[config.mk]
export PLATFORM = sky130hd
export DESIGN_NAME = websocket_frame_encoder_core
export DESIGN_NICKNAME = d
export VERILOG_FILES = /design/src/wsfe_pkg.sv /design/src/wsfe_hdr_build.sv /design/src/websocket_frame_encoder_core.sv
export SDC_FILE = /design/constraint.sdc
export NUM_CORES = 1
export LEC_CHECK = 0
export BUFFER_PORTS_ARGS = -buffer_cell sky130_fd_sc_hd__buf_2
export CAP_MARGIN = 15
export CORE_UTILIZATION = 45
export CTS_CLUSTER_SIZE = 16
export DETAILED_ROUTE_END_ITERATION = 16
export GPL_TIMING_DRIVEN = 0
export RECOVER_POWER = 25
export SLEW_MARGIN = 20
export SYNTH_ARGS = -nofsm -noshare
export SYNTH_HDL_FRONTEND = slang
export SYNTH_SLANG_ARGS = --single-unit
[constraint.sdc]
create_clock -name clk -period 13.5 [get_ports clk]
set_clock_uncertainty 0.15 [all_clocks]
set_input_delay 0.675 -clock clk [delete_from_list [all_inputs] [get_ports clk]]
set_output_delay 0.675 -clock clk [all_outputs]
set_load 0.02 [all_outputs]
[src/wsfe_pkg.sv]
// Shared constants and types for the WebSocket frame encoder.
`timescale 1ns / 1ps
package wsfe_pkg;

  localparam int unsigned HDR_MAX_BYTES = 14;
  localparam int unsigned HDR_BITS      = HDR_MAX_BYTES * 8;
  localparam int unsigned HDR_CNT_W     = $clog2(HDR_MAX_BYTES + 1);

  localparam logic [7:0]  FIN_BIT     = 8'h80;
  localparam logic [7:0]  MASK_BIT    = 8'h80;
  localparam logic [3:0]  OPCODE_MASK = 4'hF;
  localparam logic [6:0]  LEN_CODE_16 = 7'd126;
  localparam logic [6:0]  LEN_CODE_64 = 7'd127;
  localparam logic [63:0] LEN_MAX_16  = 64'h0000_0000_0000_FFFF;

  // Byte counts of the header variants, without and with the key.
  localparam logic [HDR_CNT_W-1:0] HDR_CNT_7   = HDR_CNT_W'(2);
  localparam logic [HDR_CNT_W-1:0] HDR_CNT_16  = HDR_CNT_W'(4);
  localparam logic [HDR_CNT_W-1:0] HDR_CNT_64  = HDR_CNT_W'(10);
  localparam logic [HDR_CNT_W-1:0] HDR_CNT_KEY = HDR_CNT_W'(4);

  // Built header: byte 0 goes out first, taken from bits [7:0].
  typedef struct packed {
    logic [HDR_BITS-1:0]  bytes;
    logic [HDR_CNT_W-1:0] count;
    logic                 empty_frame;
  } hdr_t;

endpackage

[src/wsfe_hdr_build.sv]
// Header byte builder: fin/opcode, length code, extended length and key.
`timescale 1ns / 1ps
module wsfe_hdr_build
  import wsfe_pkg::*;
(
  input  logic        final_fragment,
  input  logic [3:0]  frame_opcode,
  input  logic        mask_enable,
  input  logic [31:0] mask_key,
  input  logic [63:0] payload_length,
  output hdr_t        hdr
);

  logic [7:0]  b0;
  logic [7:0]  mbit;
  logic [63:0] len_be;
  logic        short_len;
  logic        mid_len;

  always_comb begin
    for (int i = 0; i < 8; i++) begin
      len_be[8*i +: 8] = payload_length[8*(7-i) +: 8];
    end
  end

  assign b0        = (final_fragment ? FIN_BIT : 8'h00) | {4'h0, frame_opcode & OPCODE_MASK};
  assign mbit      = mask_enable ? MASK_BIT : 8'h00;
  assign short_len = payload_length < 64'(LEN_CODE_16);
  assign mid_len   = payload_length <= LEN_MAX_16;

  always_comb begin
    hdr.bytes = '0;
    hdr.bytes[7:0] = b0;
    if (short_len) begin
      hdr.bytes[15:8] = mbit | {1'b0, payload_length[6:0]};
      if (mask_enable) hdr.bytes[47:16] = mask_key;
      hdr.count = HDR_CNT_7;
    end else if (mid_len) begin
      hdr.bytes[15:8]  = mbit | {1'b0, LEN_CODE_16};
      hdr.bytes[23:16] = payload_length[15:8];
      hdr.bytes[31:24] = payload_length[7:0];
      if (mask_enable) hdr.bytes[63:32] = mask_key;
      hdr.count = HDR_CNT_16;
    end else begin
      hdr.bytes[15:8]  = mbit | {1'b0, LEN_CODE_64};
      hdr.bytes[79:16] = len_be;
      if (mask_enable) hdr.bytes[111:80] = mask_key;
      hdr.count = HDR_CNT_64;
    end
    if (mask_enable) hdr.count = hdr.count + HDR_CNT_KEY;
    hdr.empty_frame = (payload_length == 64'd0);
  end

endmodule

[src/websocket_frame_encoder_core.sv]
// Top level of the WebSocket frame encoder: byte-stream framing per RFC 6455.
`timescale 1ns / 1ps
// Turns header and payload words into the byte stream of WebSocket frames.
// A header word (mode 0) is taken, opens a new frame (abandoning any
// unfinished one) and then plays out its 2 to 14 header bytes, one per
// cycle while the output register is free, from a header shift register;
// the input stays stalled until that burst has drained. A payload word
// (mode 1) is masked with the held key byte selected by the key phase and
// is registered in the output register, so payload streams at one byte per
// cycle as long as the output word is taken downstream every cycle; an
// output word left waiting stalls the input. A payload word with no frame
// open yields one word with stray_error set and out_byte 0. frame_last
// marks a frame's final byte, run_last the last byte caused by an input
// word. There is no configuration; reset clears all frame state.
module websocket_frame_encoder_core
  import wsfe_pkg::*;
(
  input  logic        clk,
  input  logic        rst,
  input  logic        in_valid,
  output logic        in_ready,
  input  logic        mode,
  input  logic        final_fragment,
  input  logic [3:0]  frame_opcode,
  input  logic        mask_enable,
  input  logic [31:0] mask_key,
  input  logic [63:0] payload_length,
  input  logic [7:0]  data_byte,
  output logic        out_valid,
  input  logic        out_ready,
  output logic [7:0]  out_byte,
  output logic        frame_last,
  output logic        run_last,
  output logic        stray_error
);

  // Frame state
  logic        frame_open;
  logic [63:0] bytes_remaining;
  logic [31:0] held_key;
  logic        masking_active;
  logic [1:0]  key_phase;

  // Header burst: shift register, bytes left, empty-frame flag
  logic [HDR_BITS-1:0]  hdr_buf;
  logic [HDR_CNT_W-1:0] hdr_left;
  logic                 hdr_empty;

  hdr_t hdr;

  logic out_free;
  logic in_fire;
  logic hdr_take;
  logic hdr_final;
  logic [7:0] key_byte;
  logic [7:0] masked_byte;

  wsfe_hdr_build u_hdr_build (
    .final_fragment (final_fragment),
    .frame_opcode   (frame_opcode),
    .mask_enable    (mask_enable),
    .mask_key       (mask_key),
    .payload_length (payload_length),
    .hdr            (hdr)
  );

  assign out_free  = !out_valid || out_ready;
  assign in_ready  = (hdr_left == '0) && out_free;
  assign in_fire   = in_valid && in_ready;
  // burst drains into the output register whenever it is free
  assign hdr_take  = (hdr_left != '0) && out_free;
  assign hdr_final = (hdr_left == HDR_CNT_W'(1));

  assign key_byte    = held_key[8*key_phase +: 8];
  assign masked_byte = masking_active ? (data_byte ^ key_byte) : data_byte;

  // Frame state and header burst
  always_ff @(posedge clk) begin
    if (rst) begin
      frame_open      <= 1'b0;
      bytes_remaining <= '0;
      held_key        <= '0;
      masking_active  <= 1'b0;
      key_phase       <= '0;
      hdr_left        <= '0;
    end else if (in_fire && !mode) begin
      frame_open      <= !hdr.empty_frame;
      bytes_remaining <= payload_length;
      held_key        <= mask_key;
      masking_active  <= mask_enable;
      key_phase       <= '0;
      hdr_left        <= hdr.count;
    end else if (in_fire && frame_open) begin
      key_phase       <= key_phase + 2'd1;
      bytes_remaining <= bytes_remaining - 64'd1;
      if (bytes_remaining == 64'd1) frame_open <= 1'b0;
    end else if (hdr_take) begin
      hdr_left <= hdr_left - HDR_CNT_W'(1);
    end
  end

  always_ff @(posedge clk) begin
    if (in_fire && !mode) begin
      hdr_buf   <= hdr.bytes;
      hdr_empty <= hdr.empty_frame;
    end else if (hdr_take) begin
      hdr_buf   <= hdr_buf >> 8;
    end
  end

  // Output register
  always_ff @(posedge clk) begin
    if (rst) begin
      out_valid <= 1'b0;
    end else if (hdr_take || in_fire && mode) begin
      out_valid <= 1'b1;
    end else if (out_ready) begin
      out_valid <= 1'b0;
    end
  end

  always_ff @(posedge clk) begin
    if (hdr_take) begin
      out_byte    <= hdr_buf[7:0];
      frame_last  <= hdr_final && hdr_empty;
      run_last    <= hdr_final;
      stray_error <= 1'b0;
    end else if (in_fire && mode) begin
      run_last <= 1'b1;
      if (frame_open) begin
        out_byte    <= masked_byte;
        frame_last  <= (bytes_remaining == 64'd1);
        stray_error <= 1'b0;
      end else begin
        // stray payload byte: dropped, flagged
        out_byte    <= 8'h00;
        frame_last  <= 1'b0;
        stray_error <= 1'b1;
      end
    end
  end

endmodule
# After elaboration in Yosys (flattened, before gate mapping)
# Cells that the tools add are included.
[op_classes]
n_addsub = 4
order_cmp = 2
eq_ne = 3
shift = 1
muxes = 32
n_bitwise = 3
n_reduce_logical = 23
[ops]
columns = ["cell", "n"]
rows = [
  ["$mux 112", 2],
  ["$mux 64", 3],
  ["$eq 64x1->1 const B", 1],
  ["$le 64x16->1 const B", 1],
  ["$logic_not 64->1", 1],
  ["$lt 64x7->1 const B", 1],
  ["$sub 64x1->64 const B", 1],
  ["$mux 56", 1],
  ["$mux 48", 1],
  ["$mux 8", 6],
  ["$mux 40", 1],
  ["$mux 32", 1],
  ["$shiftx 32x6->8", 1],
  ["$mux 4", 6],
  ["$mux 1", 11],
  ["$reduce_bool 2->1", 5],
  ["$or 8x4->8", 1],
  ["$or 8x7->8", 1],
  ["$xor 8x8->8", 1],
  ["$logic_and 1x1->1", 7],
  ["$add 4x3->4 const B", 1],
  ["$eq 4x1->1 const B", 1],
  ["$logic_not 4->1", 1],
  ["$reduce_and 2->1", 2],
  ["other kinds (7)", 10],
]
[totals]
register_bits = 229
inputBits = 115
output_inout_bits = 13

# Longest topological paths before layout
[depth]
ltp_word = 7
depth_mapped = 10
ltp_nobuf = 9

# By module
# Synthesis repeated with hierarchy kept, for this count alone.
[hier_totals]
cells_unflattened = 1444
area_unflattened_um2 = 12284.3
[by_module_without_submodules]
columns = ["module", "instances", "cells_each", "area_per_inst_um2", "seq_area_each_um2"]
rows = [
  ["websocket_frame_encoder_core", 1, 1231, 10857.9, 5815.6],
  ["wsfe_hdr_build", 1, 213, 1426.4, 0.0],
]

# Least setup slack after synthesis
# Ideal clock, no wire load.
[synth_path]
kind = "input-to-reg"
startpoint = "input port out_ready"
endpoint = "register hdr_buf[0], enable pin"
arrival_ps = 3585
required_ps = 12338
setup_slack_ps = 8753
path_stages = 6
path_buffers = 3
path_cell_list = "nand2b_1 -> clkbuf_1 -> nand3_1 -> clkbuf_1 -> clkbuf_1 -> nand2_1"
[synth_via]
elab_chain_cells = 5
word_cells_on_any_way = 6
[synth_lines]
columns = ["element", "line", "text"]
rows = [
  ["start, declared", "websocket_frame_encoder_core.sv:30", "input logic out_ready,"],
  ["$logic_or 1x1->1 (*)", "websocket_frame_encoder_core.sv:67", "assign out_free = !out_valid || out_ready;"],
  ["$logic_and 1x1->1", "websocket_frame_encoder_core.sv:68", "assign in_ready = (hdr_left == '0) && out_free;"],
  ["$logic_and 1x1->1", "websocket_frame_encoder_core.sv:69", "assign in_fire = in_valid && in_ready;"],
  ["$logic_and 1x1->1", "websocket_frame_encoder_core.sv:103", "if (in_fire && !mode) begin"],
  ["$reduce_bool 2->1 (no source line) (*)", "-", ""],
  ["end signal, assigned", "websocket_frame_encoder_core.sv:104", "hdr_buf <= hdr.bytes;"],
  ["end signal, assigned", "websocket_frame_encoder_core.sv:107", "hdr_buf <= hdr_buf >> 8;"],
  ["end, declared", "websocket_frame_encoder_core.sv:45", "logic [HDR_BITS-1:0] hdr_buf;"],
]
# Every way passes the cells marked *; elsewhere a longest branch is shown, timed or not.
# A chain may end at the register's enable or synchronous reset.

# Worst setup path after layout
[layout_path]
startpoint = "register hdr_left[1]"
endpoint = "register hdr_buf[67], data pin"
[layout_via]
elab_chain_cells = 5
[layout_lines]
columns = ["element", "line", "text"]
rows = [
  ["start, declared", "websocket_frame_encoder_core.sv:46", "logic [HDR_CNT_W-1:0] hdr_left;"],
  ["start signal, assigned", "websocket_frame_encoder_core.sv:92", "hdr_left <= hdr.count;"],
  ["start signal, assigned", "websocket_frame_encoder_core.sv:98", "hdr_left <= hdr_left - HDR_CNT_W'(1);"],
  ["$logic_not 4->1", "websocket_frame_encoder_core.sv:68", ""],
  ["$logic_and 1x1->1", "websocket_frame_encoder_core.sv:68", ""],
  ["$logic_and 1x1->1", "websocket_frame_encoder_core.sv:69", ""],
  ["$logic_and 1x1->1", "websocket_frame_encoder_core.sv:103", ""],
  ["$mux 112", "websocket_frame_encoder_core.sv:103", ""],
]
# Every way passes these cells.

==> report_table.html <==
<table>
<tr><th>Metric</th><th>Value</th></tr>
<tr><th colspan="2">Outcome</th></tr>
<tr><td>Outcome</td><td>complete, no violations</td></tr>
<tr><th colspan="2">Yosys</th></tr>
<tr><td>Distinct cell type count after synthesis</td><td>70</td></tr>
<tr><td>Mean area per synthesized cell</td><td>9.22 um^2</td></tr>
<tr><td>Sequential cell area fraction in the yosys report</td><td>between 50% and 60%</td></tr>
<tr><td>Synthesized cell area</td><td>11,500 um^2</td></tr>
<tr><td>Commonest cells in the synthesized netlist</td><td>nand2_1 (266), edfxtp_1 (123), o21ai_0 (110), dfxtp_1 (106), a21oi_1 (82)</td></tr>
<tr><td>Top post-synthesis cells by area</td><td>edfxtp_1 (32%), dfxtp_1 (18%), nand2_1 (8.7%), o21ai_0 (4.8%), a21oi_1 (3.6%)</td></tr>
<tr><td>Most area-hungry cell type in the Yosys netlist</td><td>edfxtp_1</td></tr>
<tr><td>Number of storage elements in the synthesis netlist</td><td>229</td></tr>
<tr><td>Flip-flop cell with the highest count after synthesis</td><td>edfxtp_1</td></tr>
<tr><td>Most numerous cell in the Yosys netlist</td><td>nand2_1</td></tr>
<tr><td>Ys async rst share</td><td>0%</td></tr>
<tr><td>Portion of synthesized cell area occupied by the leading cell type</td><td>32.1%</td></tr>
<tr><td>Post-synth EDFFs</td><td>123</td></tr>
<tr><td>Synth Warn #</td><td>0</td></tr>
<tr><td>Nets in the synthesized netlist</td><td>1,369</td></tr>
<tr><td>Cells after synthesis</td><td>roughly 1,300</td></tr>
<tr><th colspan="2">STA</th></tr>
<tr><td>Setup total negative slack</td><td>0 ps</td></tr>
<tr><td>Max-slew headroom at the worst pin</td><td>32.1%</td></tr>
<tr><td>Maximum clock frequency</td><td>0.248 GHz</td></tr>
<tr><td>Count of endpoints failing hold in the final timing report</td><td>0</td></tr>
<tr><td>Worst hold slack after final layout</td><td>246 ps</td></tr>
<tr><td>RSZ-0062 raised after global routing</td><td>no</td></tr>
<tr><td>Worst Tran Pin Value</td><td>1010 ps</td></tr>
<tr><td>Final slew viol count</td><td>0</td></tr>
<tr><td>Final setup violation count</td><td>0</td></tr>
<tr><td>Fraction of the cycle the final worst path needs</td><td>29.9%</td></tr>
<tr><td>Final period demand of the worst path</td><td>4030 ps</td></tr>
<tr><th colspan="2">Worst setup path</th></tr>
<tr><td>Kind of critical path</td><td>flop to flop</td></tr>
<tr><td>Sort of element at the start of the critical path</td><td>flop</td></tr>
<tr><td>Kind of capture point of the worst setup path</td><td>flop</td></tr>
<tr><td>Data required time at the worst endpoint</td><td>13,690 ps</td></tr>
<tr><td>Maximum fanout along the worst path</td><td>10</td></tr>
<tr><td>Arr. time, crit path</td><td>about 4200 ps</td></tr>
<tr><th colspan="2">Pwr</th></tr>
<tr><td>NetSw</td><td>1.19 mW</td></tr>
<tr><td>Leakage</td><td>5.10 nW</td></tr>
<tr><td>Clock network fraction of total power</td><td>23.3%</td></tr>
<tr><td>Internal power</td><td>1.87 mW</td></tr>
<tr><td>Areal power density over the cells</td><td>228 nW/um^2</td></tr>
<tr><td>Part of the power in combinational logic</td><td>36.9%</td></tr>
<tr><td>Seq pwr share</td><td>39.9%</td></tr>
<tr><td>Switching part of the total power</td><td>38.9%</td></tr>
<tr><td>Worst voltage drop across the vdd grid</td><td>approximately 0.18 mV</td></tr>
<tr><th colspan="2">Final layout</th></tr>
<tr><td>Final standard cell area without fillers</td><td>13,400 um^2</td></tr>
<tr><td>Layout filler cell count</td><td>2,373</td></tr>
<tr><td>Fraction of layout cells with a size suffix above 1</td><td>13.6%</td></tr>
<tr><td>Diodes inserted</td><td>0</td></tr>
<tr><td>Number of non-filler instances in the completed layout</td><td>approximately 1,800</td></tr>
<tr><td>Final core area utilization</td><td>a little over half</td></tr>
<tr><td>Signed area change from the synthesized netlist to the final layout</td><td>16.4%</td></tr>
<tr><td>Final net count</td><td>1,528</td></tr>
<tr><th colspan="2">Clocking</th></tr>
<tr><td>TritonCTS Buffers</td><td>27</td></tr>
<tr><td>Clock-pin slew reported for the worst setup and hold paths after clock tree synthesis</td><td>60 ps</td></tr>
<tr><td>Clock latency at the later pin of the worst-skew pair</td><td>between 500 and 600 ps</td></tr>
<tr><td>Number of gates resized after CTS</td><td>0</td></tr>
<tr><td>Clock tree buffer depth</td><td>3</td></tr>
<tr><td>Root Buffer</td><td>clkbuf_16</td></tr>
<tr><td>Sinks on the clock net</td><td>between 200 and 250</td></tr>
<tr><td>Post-cts hold buffer count</td><td>0</td></tr>
<tr><td>Number of setup buffers added after CTS</td><td>0</td></tr>
<tr><td>H-tree depth</td><td>1</td></tr>
<tr><td>CTS tree</td><td>built</td></tr>
<tr><th colspan="2">Floorplanning</th></tr>
<tr><td>Top Ports</td><td>128</td></tr>
<tr><td>Row Count</td><td>58</td></tr>
<tr><td>Width of the die</td><td>between 150 and 200 um</td></tr>
<tr><td>Die outline area</td><td>about 26,000 um^2</td></tr>
<tr><td>Die H</td><td>162 um</td></tr>
<tr><td>Starting Density</td><td>around 46%</td></tr>
<tr><td>Area of the core</td><td>25,200 um^2</td></tr>
<tr><th colspan="2">Place</th></tr>
<tr><td>Buffers on Ports</td><td>127</td></tr>
<tr><td>Post-detail-place hpwl</td><td>33.5 mm</td></tr>
<tr><td>Final weighted congestion in routability-driven placement</td><td>0.945</td></tr>
<tr><td>Post-place instance area</td><td>12,600 um^2</td></tr>
<tr><td>Total placed cells including tap cells</td><td>1,710</td></tr>
<tr><th colspan="2">Worst hold path</th></tr>
<tr><td>Class of the most critical hold timing path</td><td>primary input to flop</td></tr>
<tr><th colspan="2">Route</th></tr>
<tr><td>Detailed router's first-iteration violation count</td><td>about 1,500</td></tr>
<tr><td>Total number of vias</td><td>11,000</td></tr>
<tr><td>Post-detailed-routing wire length</td><td>44.4 mm</td></tr>
<tr><td>Vias per inst</td><td>6.24</td></tr>
<tr><td>Initial DRT Pass Iterations</td><td>6</td></tr>
<tr><td>Remaining routing DRC violations</td><td>0</td></tr>
<tr><td>Routed WL per cell</td><td>approximately 25 um</td></tr>
<tr><td>Residual antenna-violating net count after detailed routing</td><td>0</td></tr>
<tr><th colspan="2">Global route</th></tr>
<tr><td>Wire length of the first global-routing pass</td><td>64.5 mm</td></tr>
<tr><td>Number of antenna violations at the first check in global routing</td><td>0</td></tr>
<tr><td>Largest net degree at the start of global routing</td><td>57</td></tr>
<tr><td>Total global routing overflow</td><td>0</td></tr>
<tr><td>Via count of the first global-routing pass</td><td>9,995</td></tr>
<tr><td>All-Layer GR Usage</td><td>33.7%</td></tr>
<tr><th colspan="2">Job</th></tr>
<tr><td>Maximum capacitance violations</td><td>0</td></tr>
</table>
-- logic make-up (layout without fill, tap and decap cells) --
kind of cell | Yosys count | in the layout | synth area share, %
compound gates | 328 | 328 | 17.4
xor+xnor | 35 | 35 | 2.66
fa+ha+maj | 4 | 4 | 0.434
buf+inv | 92 | 272 | 3.20
flops | 229 | 229 | 50.5
mux | 45 | 45 | 4.95
simple gates | 517 | 517 | 20.9
-- worst paths after layout --
check	from	end	slack [ps]	cells after the start
hold / removal	final_fragment	hdr_buf[7]$_DFFE_PP_	250	3
setup reg to reg	hdr_left[1]$_SDFFE_PP0P_	hdr_buf[67]$_DFFE_PP_	9470	9
setup / recovery	hdr_left[1]$_SDFFE_PP0P_	hdr_buf[67]$_DFFE_PP_	9470	9
hold reg to reg	held_key[10]$_SDFFE_PP0P_	held_key[10]$_SDFFE_PP0P_	310	2
-- cell type report --
| cell class | count | area, um^2 | share of cell area [%] |
|---|---|---|---|
| multi-input cells | 929 | 5300 | 39.6 |
| plain buffers | 80 | 314 | 2.34 |
| well taps | 330 | 413 | 3.08 |
| flip-flops and latches | 229 | 5820 | 43.4 |
| inverters | 12 | 45.0 | 0.336 |
| clock inverters | 17 | 141 | 1.05 |
| clock buffers | 33 | 698 | 5.21 |
| repair buffers | 130 | 679 | 5.07 |
-- power groups by stage --
stage	clock (mW)	sequential, mW	combinational, mW
2_1_floorplan	0	1.24	0.730
3_5_place_dp	0	1.23	1.13
6_report	0.711	1.22	1.13
3_3_place_gp	0	1.27	1.08
4_1_cts	0.711	1.21	1.13
5_1_grt	0.741	1.24	1.23
-- worst max-delay path, stage by stage, from the launching register on --
cell and delay [ps]:
dfxtp_1 330, inv_1 80, ha_1 190, nor3b_1 450, nand3_1 440, inv_1 500, clkbuf_1 550, clkbuf_1 510
nand2_1 270, o21ai_0 340
-- metal layers --
metal	global-route usage [%]	up-vias	share of wire, %
li1	-	4923	-
met1	50.4	5248	43
met4	12.2	0	3.9
met3	7.18	107	12
met5	0	-	0
met2	47.5	713	41
-- metrics by stage --
step	power, mW	setup WS, ps
finish	3.06	9470
global route	3.21	9290
floorplan	1.97	8750
global placement	2.35	6720
CTS	3.06	9760
detailed placement	2.35	9690
-- cell usage in the layout, fill, tap and decap left out, types with 4 or more instances in the layout --
cell type,n
buf_2,117
nand3_1,32
ha_1,4
o22ai_1,18
edfxtp_1,123
a22oi_1,24
xor2_1,26
nor3_1,30
o2bb2ai_1,4
clkbuf_1,91
a32oi_1,4
xnor2_1,9
a21oi_1,82
clkinv_2,7
nand2b_1,5
a211o_1,7
clkbuf_16,27
a31oi_1,34
dfxtp_1,106
nand2_1,266
o21ai_0,110
nand4b_1,8
clkinv_1,7
or3_1,17
or4_1,6
a221o_1,6
nand4_1,12
buf_1,4
nor2_1,74
nor4_1,31
mux2_2,16
and2_0,5
mux2i_1,21
mux4_2,8
inv_1,12
o211ai_1,8
and2_1,10
-- state kept, by name, summed over array words and instances (netlist names) --
name	count
out_byte	8
key_phase	2
hdr_left	4
run_last	1
out_valid	1
frame_open	1
stray_error	1
held_key	32
hdr_empty	1
bytes_remaining	64
hdr_buf	112
masking_active	1
frame_last	1
(Power assumes the default switching activity.)
